[config.mk]
export PLATFORM = sky130hd
export DESIGN_NAME = sctp_reduce
export DESIGN_NICKNAME = d
export VERILOG_FILES = /design/src/rtl/core/assert_macros.svh /design/src/rtl/core/sctp_pkg.sv /design/src/rtl/core/sctp_reduce.sv
export SDC_FILE = /design/constraint.sdc
export NUM_CORES = 2
export LEC_CHECK = 0
export ABC_AREA = 1
export BUFFER_PORTS_ARGS = -buffer_cell sky130_fd_sc_hd__buf_4
export CAP_MARGIN = 30
export CORE_MARGIN = 2
export CORE_UTILIZATION = 55
export DETAILED_ROUTE_END_ITERATION = 8
export GPL_ROUTABILITY_DRIVEN = 0
export HOLD_SLACK_MARGIN = 0.05
export PLACE_DENSITY = 0.8
export SLEW_MARGIN = 5
export SYNTH_ARGS = -nofsm -noshare
export SYNTH_HDL_FRONTEND = slang
export SYNTH_SLANG_ARGS = --single-unit
[constraint.sdc]
create_clock -name i_clk -period 19 [get_ports i_clk]
set_input_delay 0 -clock i_clk [delete_from_list [all_inputs] [get_ports i_clk]]
set_output_delay 0 -clock i_clk [all_outputs]
set_load 0.1 [all_outputs]
[src/rtl/core/assert_macros.svh]
// Assertion macros shared by the RTL of the trig polynomial block.
// Define ASSERT_OFF to compile every check out.
`ifndef ASSERT_MACROS_SVH
`define ASSERT_MACROS_SVH
`ifndef ASSERT_OFF
`define SCTP_ASSERT_IMPLIES(lbl, clk, rstn, prop) \
    lbl: assert property (@(posedge clk) disable iff (!rstn) prop) \
        else $error("assertion failed");
`define SCTP_ASSERT_NEVER(lbl, clk, rstn, cond) \
    lbl: assert property (@(posedge clk) disable iff (!rstn) !(cond)) \
        else $error("forbidden condition seen");
`else
`define SCTP_ASSERT_IMPLIES(lbl, clk, rstn, prop)
`define SCTP_ASSERT_NEVER(lbl, clk, rstn, cond)
`endif
`endif

[src/rtl/core/sctp_pkg.sv]
// Types, fixed-point formats and constants of the sine/cosine/tangent block.
// No dependencies.
package sctp_pkg;

    localparam int ANGLE_FRAC_BITS    = 16;
    localparam int RESULT_FRAC_BITS   = 16;
    localparam int INTERNAL_FRAC_BITS = 30;
    localparam int COEF_BITS          = 58;
    localparam int NTERMS             = 8;

    localparam int XW     = 34;                       // reduced angle, signed
    localparam int X2W    = 34;                       // its square, unsigned
    localparam int ACC_W  = 64;                       // Horner sums
    localparam int SCW    = 34;                       // sine/cosine, signed
    localparam int DC_W   = 32;                       // divisor magnitude
    localparam int DIV_W  = DC_W + RESULT_FRAC_BITS + 1;

    localparam logic [1:0] OP_SIN = 2'd0;
    localparam logic [1:0] OP_COS = 2'd1;
    localparam logic [1:0] OP_TAN = 2'd2;

    localparam int CINV_FB = 64 - ANGLE_FRAC_BITS;
    localparam logic [127:0] DEC_DEN = 128'd10000000;
    localparam logic [127:0] CINV_W  =
        ((128'd1591549 << CINV_FB) + DEC_DEN / 128'd2) / DEC_DEN;
    localparam logic [63:0] CINV = CINV_W[63:0];
    localparam logic [127:0] TP_W = (128'd6 << INTERNAL_FRAC_BITS) +
        ((128'd2831852 << INTERNAL_FRAC_BITS) + DEC_DEN / 128'd2) / DEC_DEN;
    localparam logic [127:0] PI_W = (128'd3 << INTERNAL_FRAC_BITS) +
        ((128'd1415926 << INTERNAL_FRAC_BITS) + DEC_DEN / 128'd2) / DEC_DEN;
    localparam logic [32:0] TP = TP_W[32:0];
    localparam logic [31:0] PI = PI_W[31:0];

    localparam logic [63:0] P58 = 64'd1 << COEF_BITS;

    localparam logic signed [63:0] SIN_COEF [0:NTERMS] = '{
        $signed(P58),
        -$signed((P58 + 64'd3) / 64'd6),
        $signed((P58 + 64'd60) / 64'd120),
        -$signed((P58 + 64'd2520) / 64'd5040),
        $signed((P58 + 64'd181440) / 64'd362880),
        -$signed((P58 + 64'd19958400) / 64'd39916800),
        $signed((P58 + 64'd3113510400) / 64'd6227020800),
        -$signed((P58 + 64'd653837139968) / 64'd1307674279936),
        $signed((P58 + 64'd177843707314176) / 64'd355687414628352)
    };

    localparam logic signed [63:0] COS_COEF [0:NTERMS] = '{
        $signed(P58),
        -$signed((P58 + 64'd1) / 64'd2),
        $signed((P58 + 64'd12) / 64'd24),
        -$signed((P58 + 64'd360) / 64'd720),
        $signed((P58 + 64'd20160) / 64'd40320),
        -$signed((P58 + 64'd1814400) / 64'd3628800),
        $signed((P58 + 64'd239500800) / 64'd479001600),
        -$signed((P58 + 64'd43589144576) / 64'd87178289152),
        $signed((P58 + 64'd10461394239488) / 64'd20922788478976)
    };

    typedef struct packed {
        logic [1:0]         opcode;
        logic signed [31:0] angle;
    } t_in_word;

    typedef struct packed {
        logic signed [31:0] result;
        logic               saturated;
    } t_out_word;

    typedef struct packed {
        logic                    vld;
        logic [1:0]              op;
        logic signed [XW-1:0]    x;
        logic [X2W-1:0]          x2;
        logic signed [ACC_W-1:0] acc_s;
        logic signed [ACC_W-1:0] acc_c;
    } t_hrn_word;

    typedef struct packed {
        logic             vld;
        logic [1:0]       op;
        logic             neg;
        logic             czero;
        logic [31:0]      res01;
        logic [DC_W-1:0]  dc;
        logic [DIV_W-1:0] num;
        logic [DC_W-1:0]  rem;
        logic [DIV_W-1:0] quo;
    } t_div_word;

endpackage

[src/rtl/core/sctp_reduce.sv]
// Range reduction of the angle to [-pi, pi) and its square, four stages.
// Depends on sctp_pkg.
module sctp_reduce (
    input  logic                 i_clk,
    input  logic                 i_rst_n,
    input  logic                 i_en,
    input  logic                 i_vld,
    input  sctp_pkg::t_in_word   i_word,
    output sctp_pkg::t_hrn_word  o_word
);

    localparam int F = sctp_pkg::INTERNAL_FRAC_BITS;

    logic                  r_a_vld;
    logic [1:0]            r_a_op;
    logic signed [64:0]    r_a_plo, r_a_phi;
    logic signed [64:0]    n_a_plo, n_a_phi;

    logic                  r_b_vld;
    logic [1:0]            r_b_op;
    logic [62:0]           r_b_tprod;
    logic [63:0]           w_ph;
    logic [F-1:0]          w_ix;

    logic                  r_c_vld;
    logic [1:0]            r_c_op;
    logic signed [sctp_pkg::XW-1:0] r_c_x;
    logic [63:0]           w_xr;
    logic [sctp_pkg::XW-1:0] w_xu;

    logic [sctp_pkg::XW-1:0] w_xm;
    logic [63:0]           w_sq;
    logic [64:0]           w_sqr;
    sctp_pkg::t_hrn_word   r_d;

    // stage A: angle times 1/(2 pi), split over two 32-bit partial products
    assign n_a_plo = i_word.angle * $signed({1'b0, sctp_pkg::CINV[31:0]});
    assign n_a_phi = i_word.angle * $signed({1'b0, sctp_pkg::CINV[63:32]});

    // stage B: fraction of a turn plus one half, then scale by 2 pi
    assign w_ph = r_a_plo[63:0] + {r_a_phi[31:0], 32'd0} + {1'b1, 63'd0};
    assign w_ix = w_ph[63:64-F];

    // stage C: round and take away pi
    assign w_xr = {1'b0, r_b_tprod} + (64'd1 << (F - 1));
    assign w_xu = w_xr[F+sctp_pkg::XW-1:F];

    // stage D: square
    assign w_xm  = r_c_x[sctp_pkg::XW-1] ? -r_c_x : r_c_x;
    assign w_sq  = 64'(w_xm[31:0]) * 64'(w_xm[31:0]);
    assign w_sqr = {1'b0, w_sq} + (65'd1 << (F - 1));

    always_ff @(posedge i_clk) begin
        if (!i_rst_n) begin
            r_a_vld <= 1'b0;
            r_b_vld <= 1'b0;
            r_c_vld <= 1'b0;
            r_d.vld <= 1'b0;
        end else if (i_en) begin
            r_a_vld   <= i_vld;
            r_a_op    <= i_word.opcode;
            r_a_plo   <= n_a_plo;
            r_a_phi   <= n_a_phi;
            r_b_vld   <= r_a_vld;
            r_b_op    <= r_a_op;
            r_b_tprod <= 63'(w_ix) * 63'(sctp_pkg::TP);
            r_c_vld   <= r_b_vld;
            r_c_op    <= r_b_op;
            r_c_x     <= $signed(w_xu - sctp_pkg::XW'(sctp_pkg::PI));
            r_d.vld   <= r_c_vld;
            r_d.op    <= r_c_op;
            r_d.x     <= r_c_x;
            r_d.x2    <= w_sqr[F+sctp_pkg::X2W-1:F];
            r_d.acc_s <= sctp_pkg::SIN_COEF[sctp_pkg::NTERMS];
            r_d.acc_c <= sctp_pkg::COS_COEF[sctp_pkg::NTERMS];
        end
    end

    assign o_word = r_d;

endmodule

== Word-level counts from Yosys, hierarchy flattened ==
Cells that the tools add are included.

* Flip-flop bits (word level): 272
* Latch bits: 0
* RAM bits: 0
* Bits in read-only memories: 0
* Bits of input ports: 38
* Output and inout port bits: 199
* Word-level logic and storage cells: 26
* Memories: 0

* Add/subtract/negate cells: 6
* Multipliers: 4
* Divide/modulo/power cells: 0
* Order comparisons: 0
* Equal/unequal tests: 0
* Shift operators: 0
* Mux-type cells: 1
* Bitwise logic cells: 0
* Reduce and logical (&&, ||, !) cells: 1

{| class="wikitable"
|+ Operators with widths
! cell !! number
|-
| adder 63 x 30 -> 64 bit, second input constant || 1
|-
| adder 64 x 30 -> 64 bit, second input constant || 1
|-
| adder 64 bit || 1
|-
| adder 64 bit, second input constant || 1
|-
| multiplier 32 x 32 -> 64 bit || 1
|-
| multiplier 32 x 32 -> 64 bit, second input constant || 1
|-
| multiplier 30 x 33 -> 63 bit, second input constant || 1
|-
| subtractor 34 x 32 -> 34 bit, second input constant || 1
|-
| multiplier 32 x 14 -> 31 bit, second input constant || 1
|-
| two-way mux 32 bit || 1
|-
| negator 32 bit || 1
|-
| AND reduction 2 bit || 1
|}

== Depth between registers and ports, before layout ==
* Depth after elaboration: 4
* Gate-level depth with buffers: 45

== Worst setup path after synthesis ==
No wires, ideal clock.

* Kind: register to register
* From: reg r_a_plo[34]
* To: reg r_b_tprod[60] (data pin)
* Library setup time: 262 ps
* Arrival: 8334 ps
* Setup slack: 10404 ps
* Stages on the path, launching flop included: 38
* Buffers on the path: 0
* Clock period less this slack: 8596 ps
* Cells stage by stage: edfxtp_1 -> ha_1 -> ha_1 -> fa_1 -> nand2_1 -> nand2_1 -> o21ai_0 -> o21ai_2 -> a21oi_1 -> inv_1 -> nand2_1 -> nand2_1 -> inv_1 -> o21ai_0 -> xor2_1 -> inv_1 -> fa_1 -> inv_1 -> [2 not listed] -> fa_1 -> fa_1 -> fa_1 -> fa_1 -> inv_1 -> fa_1 -> inv_1 -> ha_1 -> nand2_1 -> nor2_1 -> inv_1 -> nor3_1 -> inv_1 -> nor3_1 -> nand3_1 -> nand3_1 -> a21oi_1 -> xor2_1

* Longest elaborated chain between the ends: 3

{| class="wikitable"
|+ RTL lines
! element !! RTL line !! RTL
|-
| start, declared || sctp_reduce.sv:16 || <nowiki>logic signed [64:0] r_a_plo, r_a_phi;</nowiki>
|-
| start signal, assigned || sctp_reduce.sv:62 || <nowiki>r_a_plo <= n_a_plo;</nowiki>
|-
| adder 64 bit (2 in a row) || sctp_reduce.sv:41 || <nowiki>assign w_ph = r_a_plo[63:0] + {r_a_phi[31:0], 32'd0} + {1'b1, 63'd0};</nowiki>
|-
| multiplier 30 x 33 -> 63 bit || sctp_reduce.sv:66 || <nowiki>r_b_tprod <= 63'(w_ix) * 63'(sctp_pkg::TP);</nowiki>
|-
| end signal, assigned || sctp_reduce.sv:66 ||
|-
| end, declared || sctp_reduce.sv:21 || <nowiki>logic [62:0] r_b_tprod;</nowiki>
|}

No other way between the ends.
A chain may end at the register's enable or synchronous reset.

== Final worst setup path ==
* From: reg r_c_x[0] in the netlist's numbering
* To: reg r_d (netlist bit o_word[150]) (data pin)

* Longest elaborated chain between the ends: 4

{| class="wikitable"
|+ RTL lines
! element !! RTL line !! RTL
|-
| start, declared || sctp_reduce.sv:27 || <nowiki>logic signed [sctp_pkg::XW-1:0] r_c_x;</nowiki>
|-
| start signal, assigned || sctp_reduce.sv:69 || <nowiki>r_c_x <= $signed(w_xu - sctp_pkg::XW'(sctp_pkg::PI));</nowiki>
|-
| negator 32 bit || sctp_reduce.sv:49 || <nowiki>assign w_xm = r_c_x[sctp_pkg::XW-1] ? -r_c_x : r_c_x;</nowiki>
|-
| two-way mux 32 bit * || sctp_reduce.sv:49 ||
|-
| multiplier 32 x 32 -> 64 bit * || sctp_reduce.sv:50 || <nowiki>assign w_sq = 64'(w_xm[31:0]) * 64'(w_xm[31:0]);</nowiki>
|-
| adder 64 x 30 -> 64 bit * || sctp_reduce.sv:51 || <nowiki>assign w_sqr = {1'b0, w_sq} + (65'd1 << (F - 1));</nowiki>
|-
| net w_sqr[52] || sctp_reduce.sv:33 || <nowiki>logic [64:0] w_sqr;</nowiki>
|-
| end, declared || sctp_reduce.sv:34 || <nowiki>sctp_pkg::t_hrn_word r_d;</nowiki>
|}

The timed path passes the listed nets; every way through them passes the cells marked *.

==> flow_metrics.py <==
metrics = {
    "cells_and_area": {
        "nets": 12200,
        "n_antenna_cell": 0,
        "drive_gt1_share_pct": 3.14,
        "fill_cells": 12100,
        "synthToLayoutAreaGrowth_pct": 4.98,
    },
    "synthesis": {
        "synth.most_common_cell": "inv_1",
        "yosysTopAreaCell": "fa_1",
        "synth_top_cell_area_share_pct": 40.5,
        "yosysSeqAreaShare_pct": 7.73,
        "syn_area_um2": 81100,
        "synth_top_family_by_area": "adder cells",
        "synth_edf_count": 206,
        "synth.avg_cell_area_um2": 8.78,
        "yosysWarnings": 0,
        "synth-seq-cells": 210,
        "synth_ff_type": "edfxtp_1",
        "synthArstFlopShare_pct": 0,
        "synth_mux_area_share_pct": 0.0123,
        "synth_area_leaders": "fa_1 41%, ha_1 18%, inv_1 12%, edfxtp_1 7.6%, nand2_1 5.0%",
        "netlist_instances": 9237,
        "synth_xor_area_share_pct": 2.70,
        "synth_cell_type_count": 61,
        "yosys-top-cells-count": "2639 x inv_1, 1642 x fa_1, 1159 x ha_1",
        "synthSimpleGateAreaFrac_pct": 11.6,
        "synth_compound_area_share_pct": 5.58,
        "synth-adder-area-share_pct": 58.4,
    },
    "placement": {
        "hpwl_um": 200000,
        "portBuffers": 108,
    },
    "die": {
        "ioPinCount": 237,
        "die_h_um": 388,
        "die_w_um": 388,
        "initial_core_util_pct": 55.6,
        "core_um2": 146000,
        "placementRows": 140,
        "dieArea_um2": 150000,
    },
    "clock_network": {
        "cts_made_buffers": 25,
        "cts_sinks": 210,
        "clock_path_buffers": 3,
        "cts.repair.resized": 0,
        "cts.htree.levels": 1,
        "cts_setup_buffers": 0,
        "clk_transition_reported_paths_ps": 60,
        "root_buffer": "clkbuf_16",
        "cts_tree": "built",
        "clock_latency_ps": 590,
    },
    "sta": {
        "finalMaxSlewViolations": 0,
        "worst_clock_skew_ps": 27.9,
        "rsz0062_at_grt": "false",
        "worst_slew_pin_slew_ps": 1100,
        "finalCritPeriodShare_pct": 53.2,
        "hold_violations": 0,
        "setup_viol": 0,
        "period_needed_ps": 10110,
        "slew_headroom_pct": 26.7,
        "tns_ps": 0,
        "timing.fmax_mhz": 98.9,
    },
    "job": {
        "drv_cap": 0,
    },
    "global_routing": {
        "antenna_found_initial": 3,
        "grt_overflow_total": 0,
        "grt_pass1_wl_um": 364000,
        "grt_pass1_vias": 68000,
        "track_usage_pct": 31.1,
        "grt_max_degree": 79,
    },
    "critical_path": {
        "start_kind": "flop",
        "path_delay_family": "adder cells",
        "critPathMaxStageDelay_ps": 600,
        "worst_ep_required_time_ps": 19350,
        "cp_slowest_cell": "fa_1",
        "critPathKind": "flop to flop",
        "arrival_ps": 10460,
        "endpoint_kind": "flop",
        "worstPathMaxFanout": 25,
        "cp_num_buf_inv": 10,
    },
    "route": {
        "first_pass_iters": 9,
        "viasPerCell": 5.63,
        "wl_um": 232000,
        "dr.first_iter.drc_count": 6837,
        "final_antenna_net_count": 0,
        "vias": 63600,
        "wl_per_cell_um": 20.5,
        "drc": 0,
    },
    "worst_hold_path": {
        "hold_path.class": "primary input to flop",
    },
    "status": {
        "status": "finished clean",
    },
}
## path summary, 6_finish.rpt
path,start,end,slack (ps),depth (start not counted)
setup reg to reg,r_c_x[0],o_word[150],8890,35
hold / removal,i_word[33],r_a_op[1],170,2
hold reg to reg,r_b_op[0],r_c_op[0],420,0
setup / recovery,r_c_x[0],o_word[150],8890,35
## what timing repair did
item | 4_1_cts | 5_1_grt
endpoints found under the setup margin | 0 | 0
hold buffers | 10 | 0
hold endpoints to repair | 7 | 0
## area by class of cell
class | count | area, um2 | share of cell area (%)
clock inverters | 17 | 221 | 0.260
repair buffers | 181 | 1600 | 1.88
well taps | 1917 | 2400 | 2.82
clock buffers | 28 | 637 | 0.748
inverters | 2653 | 9970 | 11.7
multi-input cells | 6282 | 64000 | 75.2
flip-flops and latches | 210 | 6270 | 7.36
## sequential cells by signal, indices dropped and copies added, names as in the netlist, 2 cells and up
signal	flops
r_b_op	2
o_word	71
r_a_plo	34
r_c_op	2
r_a_phi	28
r_c_x	34
r_b_tprod	34
r_a_op	2
## logic make-up (layout without fill, tap and decap cells)
family,count (synthesis),in the layout
mux,1,1
other cells,2,129
buf+inv,2872,2879
fa+ha+maj,2801,2801
compound gates,798,798
simple gates,2307,2307
flops,210,210
xor+xnor,246,246
## layer usage
layer  part of all wire, %  track usage, %  vias up
met3                    12            8.73     1066
met1                    36            38.5    30900
met5                 0.016               0        -
met2                    45            50.1     3874
met4                   6.3            15.2        6
li1                      -               -    27800
## placed cells by master (no fill, tap or decap), types with 9 or more instances in the layout
cell,instances
o211ai_1,10
xnor2_1,89
nand2_2,21
o21ai_0,222
and3_1,12
a21oi_1,340
nand2_1,1076
nor2_1,831
inv_1,2638
nor4_1,20
nand4_1,42
xor2_1,151
buf_4,160
a21boi_0,18
dlygate4sd3_1,10
nor2_2,13
o21a_1,22
a21o_1,50
ha_1,1159
or2_2,18
clkbuf_16,25
conb_1,129
edfxtp_1,206
nor3_1,57
nand3_1,192
buf_16,11
nand3b_1,9
a31oi_1,53
fa_1,1642
o21bai_1,46
## metrics by stage
stage / cells / hold slack [ps] / worst slack [ps] / util (%) / cell area [um2]
2_1_floorplan: 9364 / 98.9 / 10400 / - / 81500
3_3_place_gp: 11200 / 183 / 8900 / 57.4 / 83800
3_5_place_dp: 11200 / 183 / 8840 / 57.5 / 83900
4_1_cts: 11300 / 130 / 8820 / 58.2 / 84900
5_1_grt: 11300 / 155 / 8380 / 58.3 / 85100
6_report: 11300 / 171 / 8890 / 58.3 / 85100
Power is left out: the tool's default activity adds up to more than one toggle a clock period on the data nets, which glitch-free logic cannot reach.
