## config.mk

```make
export PLATFORM = sky130hd
export DESIGN_NAME = sctp_div_cell
export DESIGN_NICKNAME = d
export VERILOG_FILES = /design/src/rtl/core/assert_macros.svh /design/src/rtl/core/sctp_pkg.sv /design/src/rtl/core/sctp_div_cell.sv
export SDC_FILE = /design/constraint.sdc
export NUM_CORES = 1
export LEC_CHECK = 0
export BUFFER_PORTS_ARGS = -buffer_cell sky130_fd_sc_hd__buf_2
export CAP_MARGIN = 20
export CORE_AREA = 2 2 154 156
export CTS_BUF_LIST = sky130_fd_sc_hd__clkbuf_8
export CTS_CLUSTER_SIZE = 14
export DETAILED_ROUTE_END_ITERATION = 12
export DIE_AREA = 0 0 156 158
export PLACE_DENSITY = 0.67
export SKIP_LAST_GASP = 1
export SYNTH_ARGS = -nofsm -noshare
export SYNTH_HDL_FRONTEND = slang
export SYNTH_SLANG_ARGS = --single-unit
```

## constraint.sdc

```tcl
create_clock -name i_clk -period 7.2 [get_ports i_clk]
set_input_delay 2.16 -clock i_clk [delete_from_list [all_inputs] [get_ports i_clk]]
set_output_delay 2.16 -clock i_clk [all_outputs]
set_load 0.01 [all_outputs]
```

## src/rtl/core/assert_macros.svh

```systemverilog
// Assertion macros shared by the RTL of the trig polynomial block.
// Define ASSERT_OFF to compile every check out.
`ifndef ASSERT_MACROS_SVH
`define ASSERT_MACROS_SVH
`ifndef ASSERT_OFF
`define SCTP_ASSERT_IMPLIES(lbl, clk, rstn, prop) \
    lbl: assert property (@(posedge clk) disable iff (!rstn) prop) \
        else $error("assertion failed");
`define SCTP_ASSERT_NEVER(lbl, clk, rstn, cond) \
    lbl: assert property (@(posedge clk) disable iff (!rstn) !(cond)) \
        else $error("forbidden condition seen");
`else
`define SCTP_ASSERT_IMPLIES(lbl, clk, rstn, prop)
`define SCTP_ASSERT_NEVER(lbl, clk, rstn, cond)
`endif
`endif

```

## src/rtl/core/sctp_pkg.sv

```systemverilog
// Types, fixed-point formats and constants of the sine/cosine/tangent block.
// No dependencies.
package sctp_pkg;

    localparam int ANGLE_FRAC_BITS    = 16;
    localparam int RESULT_FRAC_BITS   = 16;
    localparam int INTERNAL_FRAC_BITS = 30;
    localparam int COEF_BITS          = 58;
    localparam int NTERMS             = 8;

    localparam int XW     = 34;                       // reduced angle, signed
    localparam int X2W    = 34;                       // its square, unsigned
    localparam int ACC_W  = 64;                       // Horner sums
    localparam int SCW    = 34;                       // sine/cosine, signed
    localparam int DC_W   = 32;                       // divisor magnitude
    localparam int DIV_W  = DC_W + RESULT_FRAC_BITS + 1;

    localparam logic [1:0] OP_SIN = 2'd0;
    localparam logic [1:0] OP_COS = 2'd1;
    localparam logic [1:0] OP_TAN = 2'd2;

    localparam int CINV_FB = 64 - ANGLE_FRAC_BITS;
    localparam logic [127:0] DEC_DEN = 128'd10000000;
    localparam logic [127:0] CINV_W  =
        ((128'd1591549 << CINV_FB) + DEC_DEN / 128'd2) / DEC_DEN;
    localparam logic [63:0] CINV = CINV_W[63:0];
    localparam logic [127:0] TP_W = (128'd6 << INTERNAL_FRAC_BITS) +
        ((128'd2831852 << INTERNAL_FRAC_BITS) + DEC_DEN / 128'd2) / DEC_DEN;
    localparam logic [127:0] PI_W = (128'd3 << INTERNAL_FRAC_BITS) +
        ((128'd1415926 << INTERNAL_FRAC_BITS) + DEC_DEN / 128'd2) / DEC_DEN;
    localparam logic [32:0] TP = TP_W[32:0];
    localparam logic [31:0] PI = PI_W[31:0];

    localparam logic [63:0] P58 = 64'd1 << COEF_BITS;

    localparam logic signed [63:0] SIN_COEF [0:NTERMS] = '{
        $signed(P58),
        -$signed((P58 + 64'd3) / 64'd6),
        $signed((P58 + 64'd60) / 64'd120),
        -$signed((P58 + 64'd2520) / 64'd5040),
        $signed((P58 + 64'd181440) / 64'd362880),
        -$signed((P58 + 64'd19958400) / 64'd39916800),
        $signed((P58 + 64'd3113510400) / 64'd6227020800),
        -$signed((P58 + 64'd653837139968) / 64'd1307674279936),
        $signed((P58 + 64'd177843707314176) / 64'd355687414628352)
    };

    localparam logic signed [63:0] COS_COEF [0:NTERMS] = '{
        $signed(P58),
        -$signed((P58 + 64'd1) / 64'd2),
        $signed((P58 + 64'd12) / 64'd24),
        -$signed((P58 + 64'd360) / 64'd720),
        $signed((P58 + 64'd20160) / 64'd40320),
        -$signed((P58 + 64'd1814400) / 64'd3628800),
        $signed((P58 + 64'd239500800) / 64'd479001600),
        -$signed((P58 + 64'd43589144576) / 64'd87178289152),
        $signed((P58 + 64'd10461394239488) / 64'd20922788478976)
    };

    typedef struct packed {
        logic [1:0]         opcode;
        logic signed [31:0] angle;
    } t_in_word;

    typedef struct packed {
        logic signed [31:0] result;
        logic               saturated;
    } t_out_word;

    typedef struct packed {
        logic                    vld;
        logic [1:0]              op;
        logic signed [XW-1:0]    x;
        logic [X2W-1:0]          x2;
        logic signed [ACC_W-1:0] acc_s;
        logic signed [ACC_W-1:0] acc_c;
    } t_hrn_word;

    typedef struct packed {
        logic             vld;
        logic [1:0]       op;
        logic             neg;
        logic             czero;
        logic [31:0]      res01;
        logic [DC_W-1:0]  dc;
        logic [DIV_W-1:0] num;
        logic [DC_W-1:0]  rem;
        logic [DIV_W-1:0] quo;
    } t_div_word;

endpackage

```

## src/rtl/core/sctp_div_cell.sv

```systemverilog
// One restoring-division step: bring down a numerator bit, make one quotient bit.
// Depends on sctp_pkg.
module sctp_div_cell (
    input  logic                 i_clk,
    input  logic                 i_rst_n,
    input  logic                 i_en,
    input  sctp_pkg::t_div_word  i_word,
    output sctp_pkg::t_div_word  o_word
);

    localparam int DW = sctp_pkg::DC_W;
    localparam int NW = sctp_pkg::DIV_W;

    logic [DW:0]         w_r2;
    logic [DW:0]         w_diff;
    logic                w_ge;
    sctp_pkg::t_div_word r_word, n_word;

    assign w_r2   = {i_word.rem, i_word.num[NW-1]};
    assign w_diff = w_r2 - {1'b0, i_word.dc};
    assign w_ge   = (w_r2 >= {1'b0, i_word.dc});

    always_comb begin
        n_word     = i_word;
        n_word.rem = w_ge ? w_diff[DW-1:0] : w_r2[DW-1:0];
        n_word.num = {i_word.num[NW-2:0], 1'b0};
        n_word.quo = {i_word.quo[NW-2:0], w_ge};
    end

    always_ff @(posedge i_clk) begin
        if (!i_rst_n) begin
            r_word.vld <= 1'b0;
        end else if (i_en) begin
            r_word <= n_word;
        end
    end

    assign o_word = r_word;

endmodule

```

Word level (Yosys, flattened, before mapping)
Index checks and enable logic that the tools add are counted.
- bits in latches: 0
- memories kept: 0
- ROM bits: 0
- input port bits: 202
- register bits: 198
- bits in writable memories: 0
- logic and storage cells: 13
- output and inout port bits: 199
- shift operators: 0
- $add $sub $neg: 1
- equal/unequal tests: 0
- reductions and logical operators: 1
- magnitude comparators: 1
- bitwise operators: 0
- multiply operators: 0
- div/mod/pow operators: 0
- muxes and demuxes: 1
- operators with widths (cell ; number):
    $ge A33 B32 Y1 ; 1
    $mux W32 ; 1
    $sub A32 B32 Y32 ; 1
    $reduce_and A2 Y1 ; 1

Logic depth before layout (Yosys ltp)
Gate-level depths: netlist of run 1.
- depth after elaboration: 2
- depth in mapped cells: 13
- mapped depth without buffers: 12

Least setup slack after synthesis of run 1
OpenSTA, ideal clock, no wires.
- kind: input port to flip-flop
- start point: input i_en
- end point: register r_word, in the netlist o_word[0], enable pin
- setup time: 581 ps
- stages on the path: 1
- data required time: 6619 ps
- data arrival time: 6631 ps
- slack: -11 ps
- path buffers: 0
- cell sequence: and2_1
- longest elaborated chain between the ends: 1
- RTL lines (item ; line ; RTL):
    start: declaration ; sctp_div_cell.sv:6 ; input logic i_en,
    $reduce_and A2 Y1 (no source line) ; -- ;
    end signal: assignment ; sctp_div_cell.sv:34 ; r_word <= n_word;
    end: declaration ; sctp_div_cell.sv:17 ; sctp_pkg::t_div_word r_word, n_word;
No other way between the ends.
A chain may end at the register's enable or synchronous reset.

==> results of run 1 <==
-- cell usage after synthesis, types with 6 or more instances --
cell type | n | area, um2
edfxtp_1 | 197 | 5920
inv_1 | 38 | 143
nand3_1 | 8 | 40.0
mux2_2 | 6 | 67.6
a21o_1 | 12 | 90.1
xnor2_1 | 16 | 140
buf_2 | 8 | 40.0
nor2_1 | 36 | 135
nand4_1 | 7 | 43.8
xor2_1 | 11 | 96.3
nand2_1 | 27 | 101
o21a_1 | 6 | 45.0
a21oi_1 | 54 | 270
o21ai_0 | 16 | 80.1
ha_1 | 32 | 400
-- area by class of cell --
class / instances / area share (%)
repair buffers: 401 / 18.6
inverters: 38 / 1.31
well taps: 290 / 3.33
clock buffers: 17 / 2.14
multi-input cells: 292 / 18.4
clock inverters: 15 / 1.71
diodes: 6 / 0.138
flip-flops and latches: 198 / 54.4
-- power by group --
group / leakage, nW / switching, W / total (W) / internal (W)
Clock: 0.212 / 0.000469 / 0.000740 / 0.000270
Sequential: 1.86 / 0.0000189 / 0.00139 / 0.00137
Combinational: 2.65 / 0.000254 / 0.000437 / 0.000183
-- worst paths after layout --
check                           start                        to  slack (ns)
min          o_word[198]$_SDFFE_PN0P_  o_word[198]$_SDFFE_PN0P_        0.53
min reg2reg  o_word[198]$_SDFFE_PN0P_  o_word[198]$_SDFFE_PN0P_        0.53
max reg2reg  o_word[198]$_SDFFE_PN0P_  o_word[198]$_SDFFE_PN0P_        6.61
max                       i_word[129]      o_word[79]$_DFFE_PP_        2.04
-- worst min-delay path, stage by stage (launching register included) --
cell	delay (ns)
dfxtp_1	0.32
mux2i_1	0.12
nor2b_1	0.06
-- cell families (layout without fill, tap and decap cells) --
logic type	after synthesis	count (layout)	share of synthesized area, %
flops	198	198	72.6
fa+ha+maj	33	33	5.14
xor+xnor	27	27	2.89
other cells	1	7	0.0459
mux	13	13	1.74
simple gates	100	100	5.69
buf+inv	56	471	2.89
compound gates	118	118	9.00
-- stage by stage --
| step | util [%] | total power, W | setup WS (ns) | hold slack (ns) |
|---|---|---|---|---|
| after floorplan | - | 0.00166 | 2.17 | 0.538 |
| after global placement | 45.4 | 0.00185 | 1.62 | 0.497 |
| after detailed placement | 45.4 | 0.00185 | 1.57 | 0.516 |
| after CTS | 47.3 | 0.00259 | 2.09 | 0.542 |
| after global routing | 47.3 | 0.00268 | 1.89 | 0.577 |
| final | 47.3 | 0.00256 | 2.04 | 0.532 |
-- layer usage --
metal / share of wire [%] / vias up / GRT usage [%]
li1: - / 2851 / -
met1: 39 / 2892 / 21.4
met2: 51 / 231 / 33.2
met3: 8.1 / 44 / 6.87
met4: 2.1 / 8 / 5.68
met5: 0.18 / - / 0
==> reports/qor.yml, run 1 <==
h-tree-depth: 4
cts_buffers: 17
required_ns: 7.43
synth.distinct_cells: 49
dpl.cell_count: 1219
n_fill_cell: 2088
ys_seq_elements: 198
finalHoldViolations: 0
io_pins: 401
final_common_cell: "buf_2"
grt_overflow: 0
viasPerCell: 4.79
crit_family: "compound AO/OA/AOI/OAI gates"
dp_hpwl_um: 19200
die-height_um: 158
multi_input_area_um2: 2010
drt-initial-drc-count: 410
synth_area_um2: 8180
ys_seq_area_share_pct: 72.6
postSynthAreaPerCell_um2: 15.0
syn-num-nets: 781
max_freq_mhz: 194
grt_usage_pct: 18.8
final_cell_mix: "buf_2 (398), edfxtp_1 (197), a21oi_1 (54)"
post-route-cell-area_um2: 10900
seqCellArea_um2: 5940
synth_top_flop_cell: "edfxtp_1"
ant_nets: 0
maxSlewHeadroom_pct: 38.0
cts_tree: "yes"
p_leak_nw: 4.72
die_x_um: 156
cp.depth: 13
fin_cells: 1257
rows: 56
final_nets: 1183
cpPeakStageDelay_ns: 0.43
postCtsHoldBufs: 0
postCtsSetupBuffers: 0
core-area_um2: 23100
antenna_found_initial: 10
cts_max_path_buffers: 2
grt_pass1_vias: 5678
path_buf_inv: 2
root_buffer: "clkbuf_8"
gp_congestion: 0.841
finalClockSkew_ns: 0
ctsResizeCount: 0
io_buffers: 398
critPathCaptureType: "register"
post_dp_cell_area_um2: 10500
finalMaxSlewViolations: 0
layout_min_cycle_time_ns: 5.16
fin_tns_setup_ns: 0
path_clk_slew_ns: 0.11
crit_path_cell_trace: "buf_2 > inv_1 > ha_1 > fa_1 > nand2b_1 > a21oi_1 > o21ai_0 > o311a_1 > a31oi_1 > a21oi_1 > o41ai_1 > xor2_1 > mux2_1"
slowest_stage: "o41ai_1"
p_per_area_nw_per_um2: 235
die_area_um2: 24600
fin_crit_sh_pct: 71.7
path_class: "primary input to register"
critPathMaxFanout: 4
r2r_cells: 2
start_util_pct: 35.5
arrival_ns: 5.39
drt_pre_antenna_iters: 5
status: "finished clean"
drc: 0
synth-edff-count: 197
grt_max_degree: 89
drt-total-wl_um: 24600
rsz0062_at_grt: "no"
routedWlPerCell_um: 19.6
insertion_delay_ns: 0.46
maxCapViolations: 0
synth-async-reset-ratio_pct: 0
hold_path_depth: 2
drive_above_1_share_pct: 46.2
syn_to_final_growth_pct: 33.4
grt_pass1_wl_um: 33900
cts_num_sinks: 198
start_kind: "primary input"
ir_drop_uv: 125
yosys_warnings: 0
synth_cells: 546
via_count: 6026
cpMostUsedCell: "a21oi_1"
hold_path_class: "register to register"
tightest_slew_ns: 0.930
largest_reg_flops: 198
setup_viol: 0
(Power assumes the default switching activity.)
==> inputs of run 2 (changes only) <==
--- a/config.mk
+++ b/config.mk
@@ -7,12 +7,11 @@
 export LEC_CHECK = 0
 export BUFFER_PORTS_ARGS = -buffer_cell sky130_fd_sc_hd__buf_2
 export CAP_MARGIN = 20
-export CORE_AREA = 2 2 154 156
+export CORE_AREA = 2 2 155 157
 export CTS_BUF_LIST = sky130_fd_sc_hd__clkbuf_8
 export CTS_CLUSTER_SIZE = 14
 export DETAILED_ROUTE_END_ITERATION = 12
-export DIE_AREA = 0 0 156 158
-export PLACE_DENSITY = 0.67
+export DIE_AREA = 0 0 157 159
 export SKIP_LAST_GASP = 1
 export SYNTH_ARGS = -nofsm -noshare
 export SYNTH_HDL_FRONTEND = slang
==> constraint.sdc (replaced) <==
create_clock -name i_clk -period 5.1 [get_ports i_clk]
set_input_delay 1.53 -clock i_clk [delete_from_list [all_inputs] [get_ports i_clk]]
set_output_delay 1.53 -clock i_clk [all_outputs]
set_load 0.01 [all_outputs]
==> run 2 against run 1 <==
  * Count of clock-buffer cells in the layout unchanged
  * Clock power increased by 42%
  * Cell count increased by 2.6%
  * Register-to-register slack got worse by 2.2 ns
  * Cell area increased by 0.76%
  * Sequential share of layout area decreased by 0.41 points
  * Via count about the same
  * Critical path depth unchanged
  * Critical path type unchanged
==> reports/qor.yml, run 2 (synthesized netlist as in run 1, its figures left out) <==
drt-total-wl_um: 24500  # -0.65%
required_ns: 5.32  # -2.11 ns
syn_to_final_growth_pct: 34.4
largest_reg_flops: 198  # unchanged
hold_path_class: "register to register"
grt.met3_usage_pct: 7.43  # +0.56 points
grt_use_met1_pct: 21.1  # -0.30 points
critPathCaptureType: "register"
met2_usage_pct: 33.4  # +0.10 points
io_buffers: 398  # unchanged
start_util_pct: 35.3  # -0.21 points
rows: 56  # unchanged
max_freq_mhz: 232
path_clk_slew_ns: 0.13  # +0.02 ns
root_buffer: "clkbuf_8"
die_area_um2: 25000  # +1.3%
critPathMaxFanout: 3  # -1
status: "finished clean"
antenna_found_initial: 6  # -4
postCtsHoldBufs: 0  # unchanged
dp_hpwl_um: 19400  # +1.2%
routedWlPerCell_um: 19.0  # -3.2%
start_kind: "primary input"
final_cell_mix: "buf_2 (398), edfxtp_1 (197), a21oi_1 (54)"
finalClockSkew_ns: 0  # unchanged
n_fill_cell: 2143  # +2.6%
rsz0062_at_grt: "no"
fin_cells: 1290  # +2.6%
arrival_ns: 4.53  # -0.86 ns
cts_tree: "yes"
finalPower_w: 0.00363  # +41%
postCtsSetupBuffers: 0  # unchanged
ir_drop_uv: 143  # +15%
layout_min_cycle_time_ns: 4.31
cts_max_path_buffers: 2  # unchanged
insertion_delay_ns: 0.48  # +0.02 ns
gp_congestion: 0.821  # -2.4%
fin_crit_sh_pct: 84.5
drc: 0  # unchanged
drive_above_1_share_pct: 46.6  # +0.44 points
grt_pass1_vias: 5885  # +3.6%
grt_pass1_wl_um: 35700  # +5.3%
final_nets: 1189  # +0.51%
p_per_area_nw_per_um2: 330  # +40%
die_x_um: 157  # +0.64%
ctsResizeCount: 0  # unchanged
drt-initial-drc-count: 342  # -17%
dpl.cell_count: 1254  # +2.9%
die-height_um: 159  # +0.63%
cts_buffers: 17  # unchanged
fin_tns_setup_ns: 0  # unchanged
maxCapViolations: 0  # unchanged
finalMaxSlewViolations: 0  # unchanged
drt_pre_antenna_iters: 4  # -1
final_common_cell: "buf_2"
maxSlewHeadroom_pct: 53.5  # +16 points
tightest_slew_ns: 0.697  # -0.233 ns
io_pins: 401  # unchanged
p_leak_nw: 4.75  # +0.59%
grt_overflow: 0  # unchanged
path_class: "primary input to register"
busiest_layer: "met2"
grt_max_degree: 116  # +30%
finalHoldViolations: 0  # unchanged
viasPerCell: 4.67  # -2.6%
ant_nets: 0  # unchanged
grt_usage_pct: 19.3  # +0.47 points
via_count: 6023  # -0.050%
h-tree-depth: 4  # unchanged
core-area_um2: 23200  # +0.61%
setup_viol: 0  # unchanged
cts_num_sinks: 198  # unchanged
-- run 2: cell count changes in the layout (fill, tap and decap cells not counted) --
cell      delta
clkinv_4     -1
clkinv_2     +1
inv_8        -1
inv_12       +1
diode_2      -2
inv_6        +1
buf_4        +6
inv_1        -1
-- run 2: final cells by class --
cell class	count	area, um2	area share, %
Multi-Input combinational cell	292	2010	18.3
Inverter	38	143	1.30
Tap cell	319	399	3.63
Sequential cell	198	5940	54.0
Clock inverter	15	193	1.75
Timing Repair Buffer	407	2070	18.8
Clock buffer	17	234	2.13
Antenna cell	4	10.0	0.0911
-- run 2: stage by stage --
| step | utilization (%) | setup WS (ns) | area (um2) | hold slack, ns |
|---|---|---|---|---|
| finish | 47.4 | 0.793 | 11000 | 0.567 |
| global route | 47.4 | 0.535 | 11000 | 0.625 |
| CTS | 47.4 | 0.817 | 11000 | 0.580 |
| detailed placement | 45.5 | 0.315 | 10600 | 0.545 |
| global placement | 45.5 | 0.321 | 10600 | 0.503 |
| floorplan | - | 0.695 | 8180 | 0.538 |
-- run 2: path summary, 6_finish.rpt --
| path | start | to | slack [ns] | depth (start not counted) |
|---|---|---|---|---|
| hold reg to reg | o_word[198]$_SDFFE_PN0P_ | o_word[198]$_SDFFE_PN0P_ | 0.57 | 2 |
| setup reg to reg | o_word[198]$_SDFFE_PN0P_ | o_word[198]$_SDFFE_PN0P_ | 4.46 | 2 |
| setup / recovery | i_word[129] | o_word[79]$_DFFE_PP_ | 0.79 | 13 |
| hold / removal | o_word[198]$_SDFFE_PN0P_ | o_word[198]$_SDFFE_PN0P_ | 0.57 | 2 |
-- run 2: per-layer routing --
metal | wire length [um] | vias to the layer above
li1 | - | 2862
met1 | 9140 | 2847
met2 | 12100 | 262
met3 | 2330 | 46
met4 | 850 | 6
met5 | 34 | -
-- run 2: critical path, stage by stage --
cell and delay [ns]:
buf_2 0.08, inv_1 0.04, ha_1 0.22, fa_1 0.40, nand2b_1 0.19, a21oi_1 0.16, o21ai_0 0.15, o311a_1 0.38
a31oi_1 0.32, a21oi_1 0.22, o41ai_1 0.42, xor2_1 0.12, mux2_1 0.30
-- run 2: power breakdown --
| group | internal, W | switching, W |
|---|---|---|
| registers | 0.00193 | 0.0000248 |
| logic | 0.000262 | 0.000360 |
| clock network | 0.000386 | 0.000662 |
==> inputs of run 3 (changes only) <==
--- a/config.mk
+++ b/config.mk
@@ -5,13 +5,15 @@
 export SDC_FILE = /design/constraint.sdc
 export NUM_CORES = 1
 export LEC_CHECK = 0
+export ABC_AREA = 1
 export BUFFER_PORTS_ARGS = -buffer_cell sky130_fd_sc_hd__buf_2
 export CAP_MARGIN = 20
-export CORE_AREA = 2 2 155 157
+export CORE_AREA = 2 2 156 158
 export CTS_BUF_LIST = sky130_fd_sc_hd__clkbuf_8
 export CTS_CLUSTER_SIZE = 14
 export DETAILED_ROUTE_END_ITERATION = 12
-export DIE_AREA = 0 0 157 159
+export DIE_AREA = 0 0 158 160
+export PLACE_DENSITY = 0.7
 export SKIP_LAST_GASP = 1
 export SYNTH_ARGS = -nofsm -noshare
 export SYNTH_HDL_FRONTEND = slang
==> constraint.sdc (replaced) <==
create_clock -name i_clk -period 3.65 [get_ports i_clk]
set_input_delay 1.095 -clock i_clk [delete_from_list [all_inputs] [get_ports i_clk]]
set_output_delay 1.095 -clock i_clk [all_outputs]
set_load 0.01 [all_outputs]
==> run 3 against run 2 <==
  * Combinational power rose by 53%
  * Sequential share of layout area fell by 4.2 points
  * Flip-flop and latch count did not move
  * Routed wire length rose by 16%
  * Critical path type unchanged
  * Worst setup slack improved by 0.087 ns
  * Register-to-register slack got worse by 1.5 ns
==> reports/qor.yml, run 3 <==
insertion_delay_ns: 0.46  # -0.02 ns
path_class: "primary input to register"
r2r_cells: 2  # unchanged
yosysTopAreaCellShare_pct: 65.2  # -7.2 points
required_ns: 3.88  # -1.44 ns
synth-async-reset-ratio_pct: 0  # unchanged
r2r_start: "o_word[198]$_SDFFE_PN0P_"
final_cell_mix: "buf_2 (398), nand2_1 (297), edfxtp_1 (197)"
ys_seq_area_share_pct: 65.4  # -7.2 points
p_per_area_nw_per_um2: 444  # +35%
cts_num_sinks: 198  # unchanged
io_buffers: 398  # unchanged
viasPerCell: 4.49  # -3.8%
yosys-top-cells-count: "nand2_1 (298), edfxtp_1 (197), inv_1 (152), nand3_1 (37), nor2_1 (34)"
via_count: 7225  # +20%
grt_pass1_vias: 6751  # +15%
timing.hold.ws_ns: 0.625  # +0.0580 ns
worstHoldStart: "o_word[198]$_SDFFE_PN0P_"
finalMaxSlewViolations: 0  # unchanged
fin_crit_sh_pct: 75.9
die_x_um: 158  # +0.64%
synth-edff-count: 197  # unchanged
hold_path_depth: 2  # unchanged
critPathMaxFanout: 30  # +27
dp_hpwl_um: 22300  # +15%
die_area_um2: 25300  # +1.3%
gp_congestion: 0.894  # +8.9%
antenna_found_initial: 6  # unchanged
ys_seq_elements: 198  # unchanged
yosysMostFrequentCell: "nand2_1"
hold_path_class: "register to register"
start_util_pct: 38.1  # +2.9 points
max_freq_mhz: 361
fin_cells: 1608  # +25%
rsz0062_at_grt: "no"
final_common_cell: "buf_2"
status: "finished clean"
grt_pass1_wl_um: 39800  # +11%
synth.distinct_cells: 30  # -39%
synthTopCellsByArea: "edfxtp_1 (65%), nand2_1 (12%), inv_1 (6.3%)"
start_kind: "primary input"
arrival_ns: 3.00  # -1.53 ns
cts_tree: "yes"
yosys_warnings: 0  # unchanged
drive_above_1_share_pct: 36.1  # -11 points
synth_area_um2: 9080  # +11%
grt_overflow: 0  # unchanged
synth_top_flop_cell: "edfxtp_1"
routedWlPerCell_um: 17.7  # -6.6%
tightest_slew_ns: 1.08  # +0.383 ns
maxCapViolations: 0  # unchanged
layout_min_cycle_time_ns: 2.77
largest_reg_flops: 198  # unchanged
final_nets: 1502  # +26%
drt_pre_antenna_iters: 6  # +2
synth_cells: 855  # +57%
syn_to_final_growth_pct: 31.3
setup_viol: 0  # unchanged
finalClockSkew_ns: 0  # unchanged
postCtsHoldBufs: 0  # unchanged
die-height_um: 160  # +0.63%
drt-total-wl_um: 28500  # +16%
hold_end: "o_word[198]$_SDFFE_PN0P_"
maxSlewHeadroom_pct: 28.0  # -26 points
rows: 57  # +1.8%
io_pins: 401  # unchanged
drt-initial-drc-count: 510  # +49%
path_clk_slew_ns: 0.12  # about the same
n_fill_cell: 2309  # +7.7%
core-area_um2: 23800  # +2.7%
finalHoldViolations: 0  # unchanged
syn-num-nets: 1090  # +40%
grt_max_degree: 198  # +71%
yosysTopAreaCell: "edfxtp_1"
postCtsSetupBuffers: 0  # unchanged
grt_usage_pct: 21.5  # +2.2 points
ctsResizeCount: 0  # unchanged
root_buffer: "clkbuf_8"
reg2reg_slack_ns: 2.95  # -1.51 ns
h-tree-depth: 4  # unchanged
fin_tns_setup_ns: 0  # unchanged
critPathCaptureType: "register"
ir_drop_uv: 238  # +67%
finalPower_w: 0.00530  # +46%
ant_nets: 0  # unchanged
r2r_end: "o_word[198]$_SDFFE_PN0P_"
postSynthAreaPerCell_um2: 10.6  # -29%
p_leak_nw: 5.82  # +22%
drc: 0  # unchanged
cts_max_path_buffers: 2  # unchanged
cts_buffers: 17  # unchanged
dpl.cell_count: 1572  # +25%
==> run 3: cells by family after synthesis <==
| family | count (synthesis) | synth area share [%] |
|---|---|---|
| flip-flops | 198 | 65.4 |
| AO/OA/AOI/OAI | 27 | 1.54 |
| XOR/XNOR | 14 | 1.35 |
| other | 1 | 0.0413 |
| buffers and inverters | 162 | 7.28 |
| adder cells (fa/ha/maj) | 33 | 4.63 |
| AND/OR/NAND/NOR | 420 | 19.8 |
==> run 3: worst max-delay path: stages <==
cell	delay, ns
buf_2	0.09
inv_1	0.04
ha_1	0.38
nand2_1	0.13
nor2_1	0.29
nand2_1	0.10
nor2_1	0.11
nand2_1	0.06
nand3_1	0.08
nor2_2	0.07
nand2_8	0.18
inv_4	0.19
nand2_1	0.11
nand2_1	0.06
==> run 3: per-layer routing <==
layer | vias to the layer above | track usage [%] | wire length [um]
met5 | - | 0 | 13
met2 | 262 | 36.6 | 14000
met1 | 3353 | 26.6 | 11500
li1 | 3585 | - | -
met4 | 2 | 4.75 | 431
met3 | 23 | 6.95 | 2510
==> run 3: stage by stage <==
stage	utilization, %	setup slack [ns]	cell area [um2]
floorplan	-	-0.803	9100
global placement	48.1	0.413	11500
detailed placement	48.1	0.365	11500
CTS	50.0	0.864	11900
global route	50.0	0.686	11900
finish	50.0	0.880	11900
==> run 3: final cells by class <==
class | instances | area (um2) | share of cell area, %
Sequential cell | 198 | 5940 | 49.8
Multi-Input combinational cell | 495 | 2500 | 21.0
Timing Repair Buffer | 401 | 2030 | 17.0
Inverter | 154 | 584 | 4.90
Tap cell | 324 | 405 | 3.40
Clock buffer | 17 | 234 | 1.96
Clock inverter | 15 | 224 | 1.88
Antenna cell | 4 | 10.0 | 0.0840
==> run 3: where the power goes <==
part	internal, W	switching [W]
Sequential	0.00270	0.0000395
Clock	0.000670	0.000937
Combinational	0.000352	0.000600
Total	0.00372	0.00158
==> run 3: worst max-delay path by stage <==
stage / depth (start not counted) / slack, ns / to / startpoint
after floorplan: 2 / -0.80 / o_word[0]$_DFFE_PP_ / i_rst_n
after global placement: 14 / 0.41 / o_word[74]$_DFFE_PP_ / i_word[151]
after detailed placement: 14 / 0.36 / o_word[75]$_DFFE_PP_ / i_word[151]
after CTS: 14 / 0.86 / o_word[75]$_DFFE_PP_ / i_word[150]
after global routing: 14 / 0.69 / o_word[63]$_DFFE_PP_ / i_word[144]
final: 14 / 0.88 / o_word[76]$_DFFE_PP_ / i_word[155]
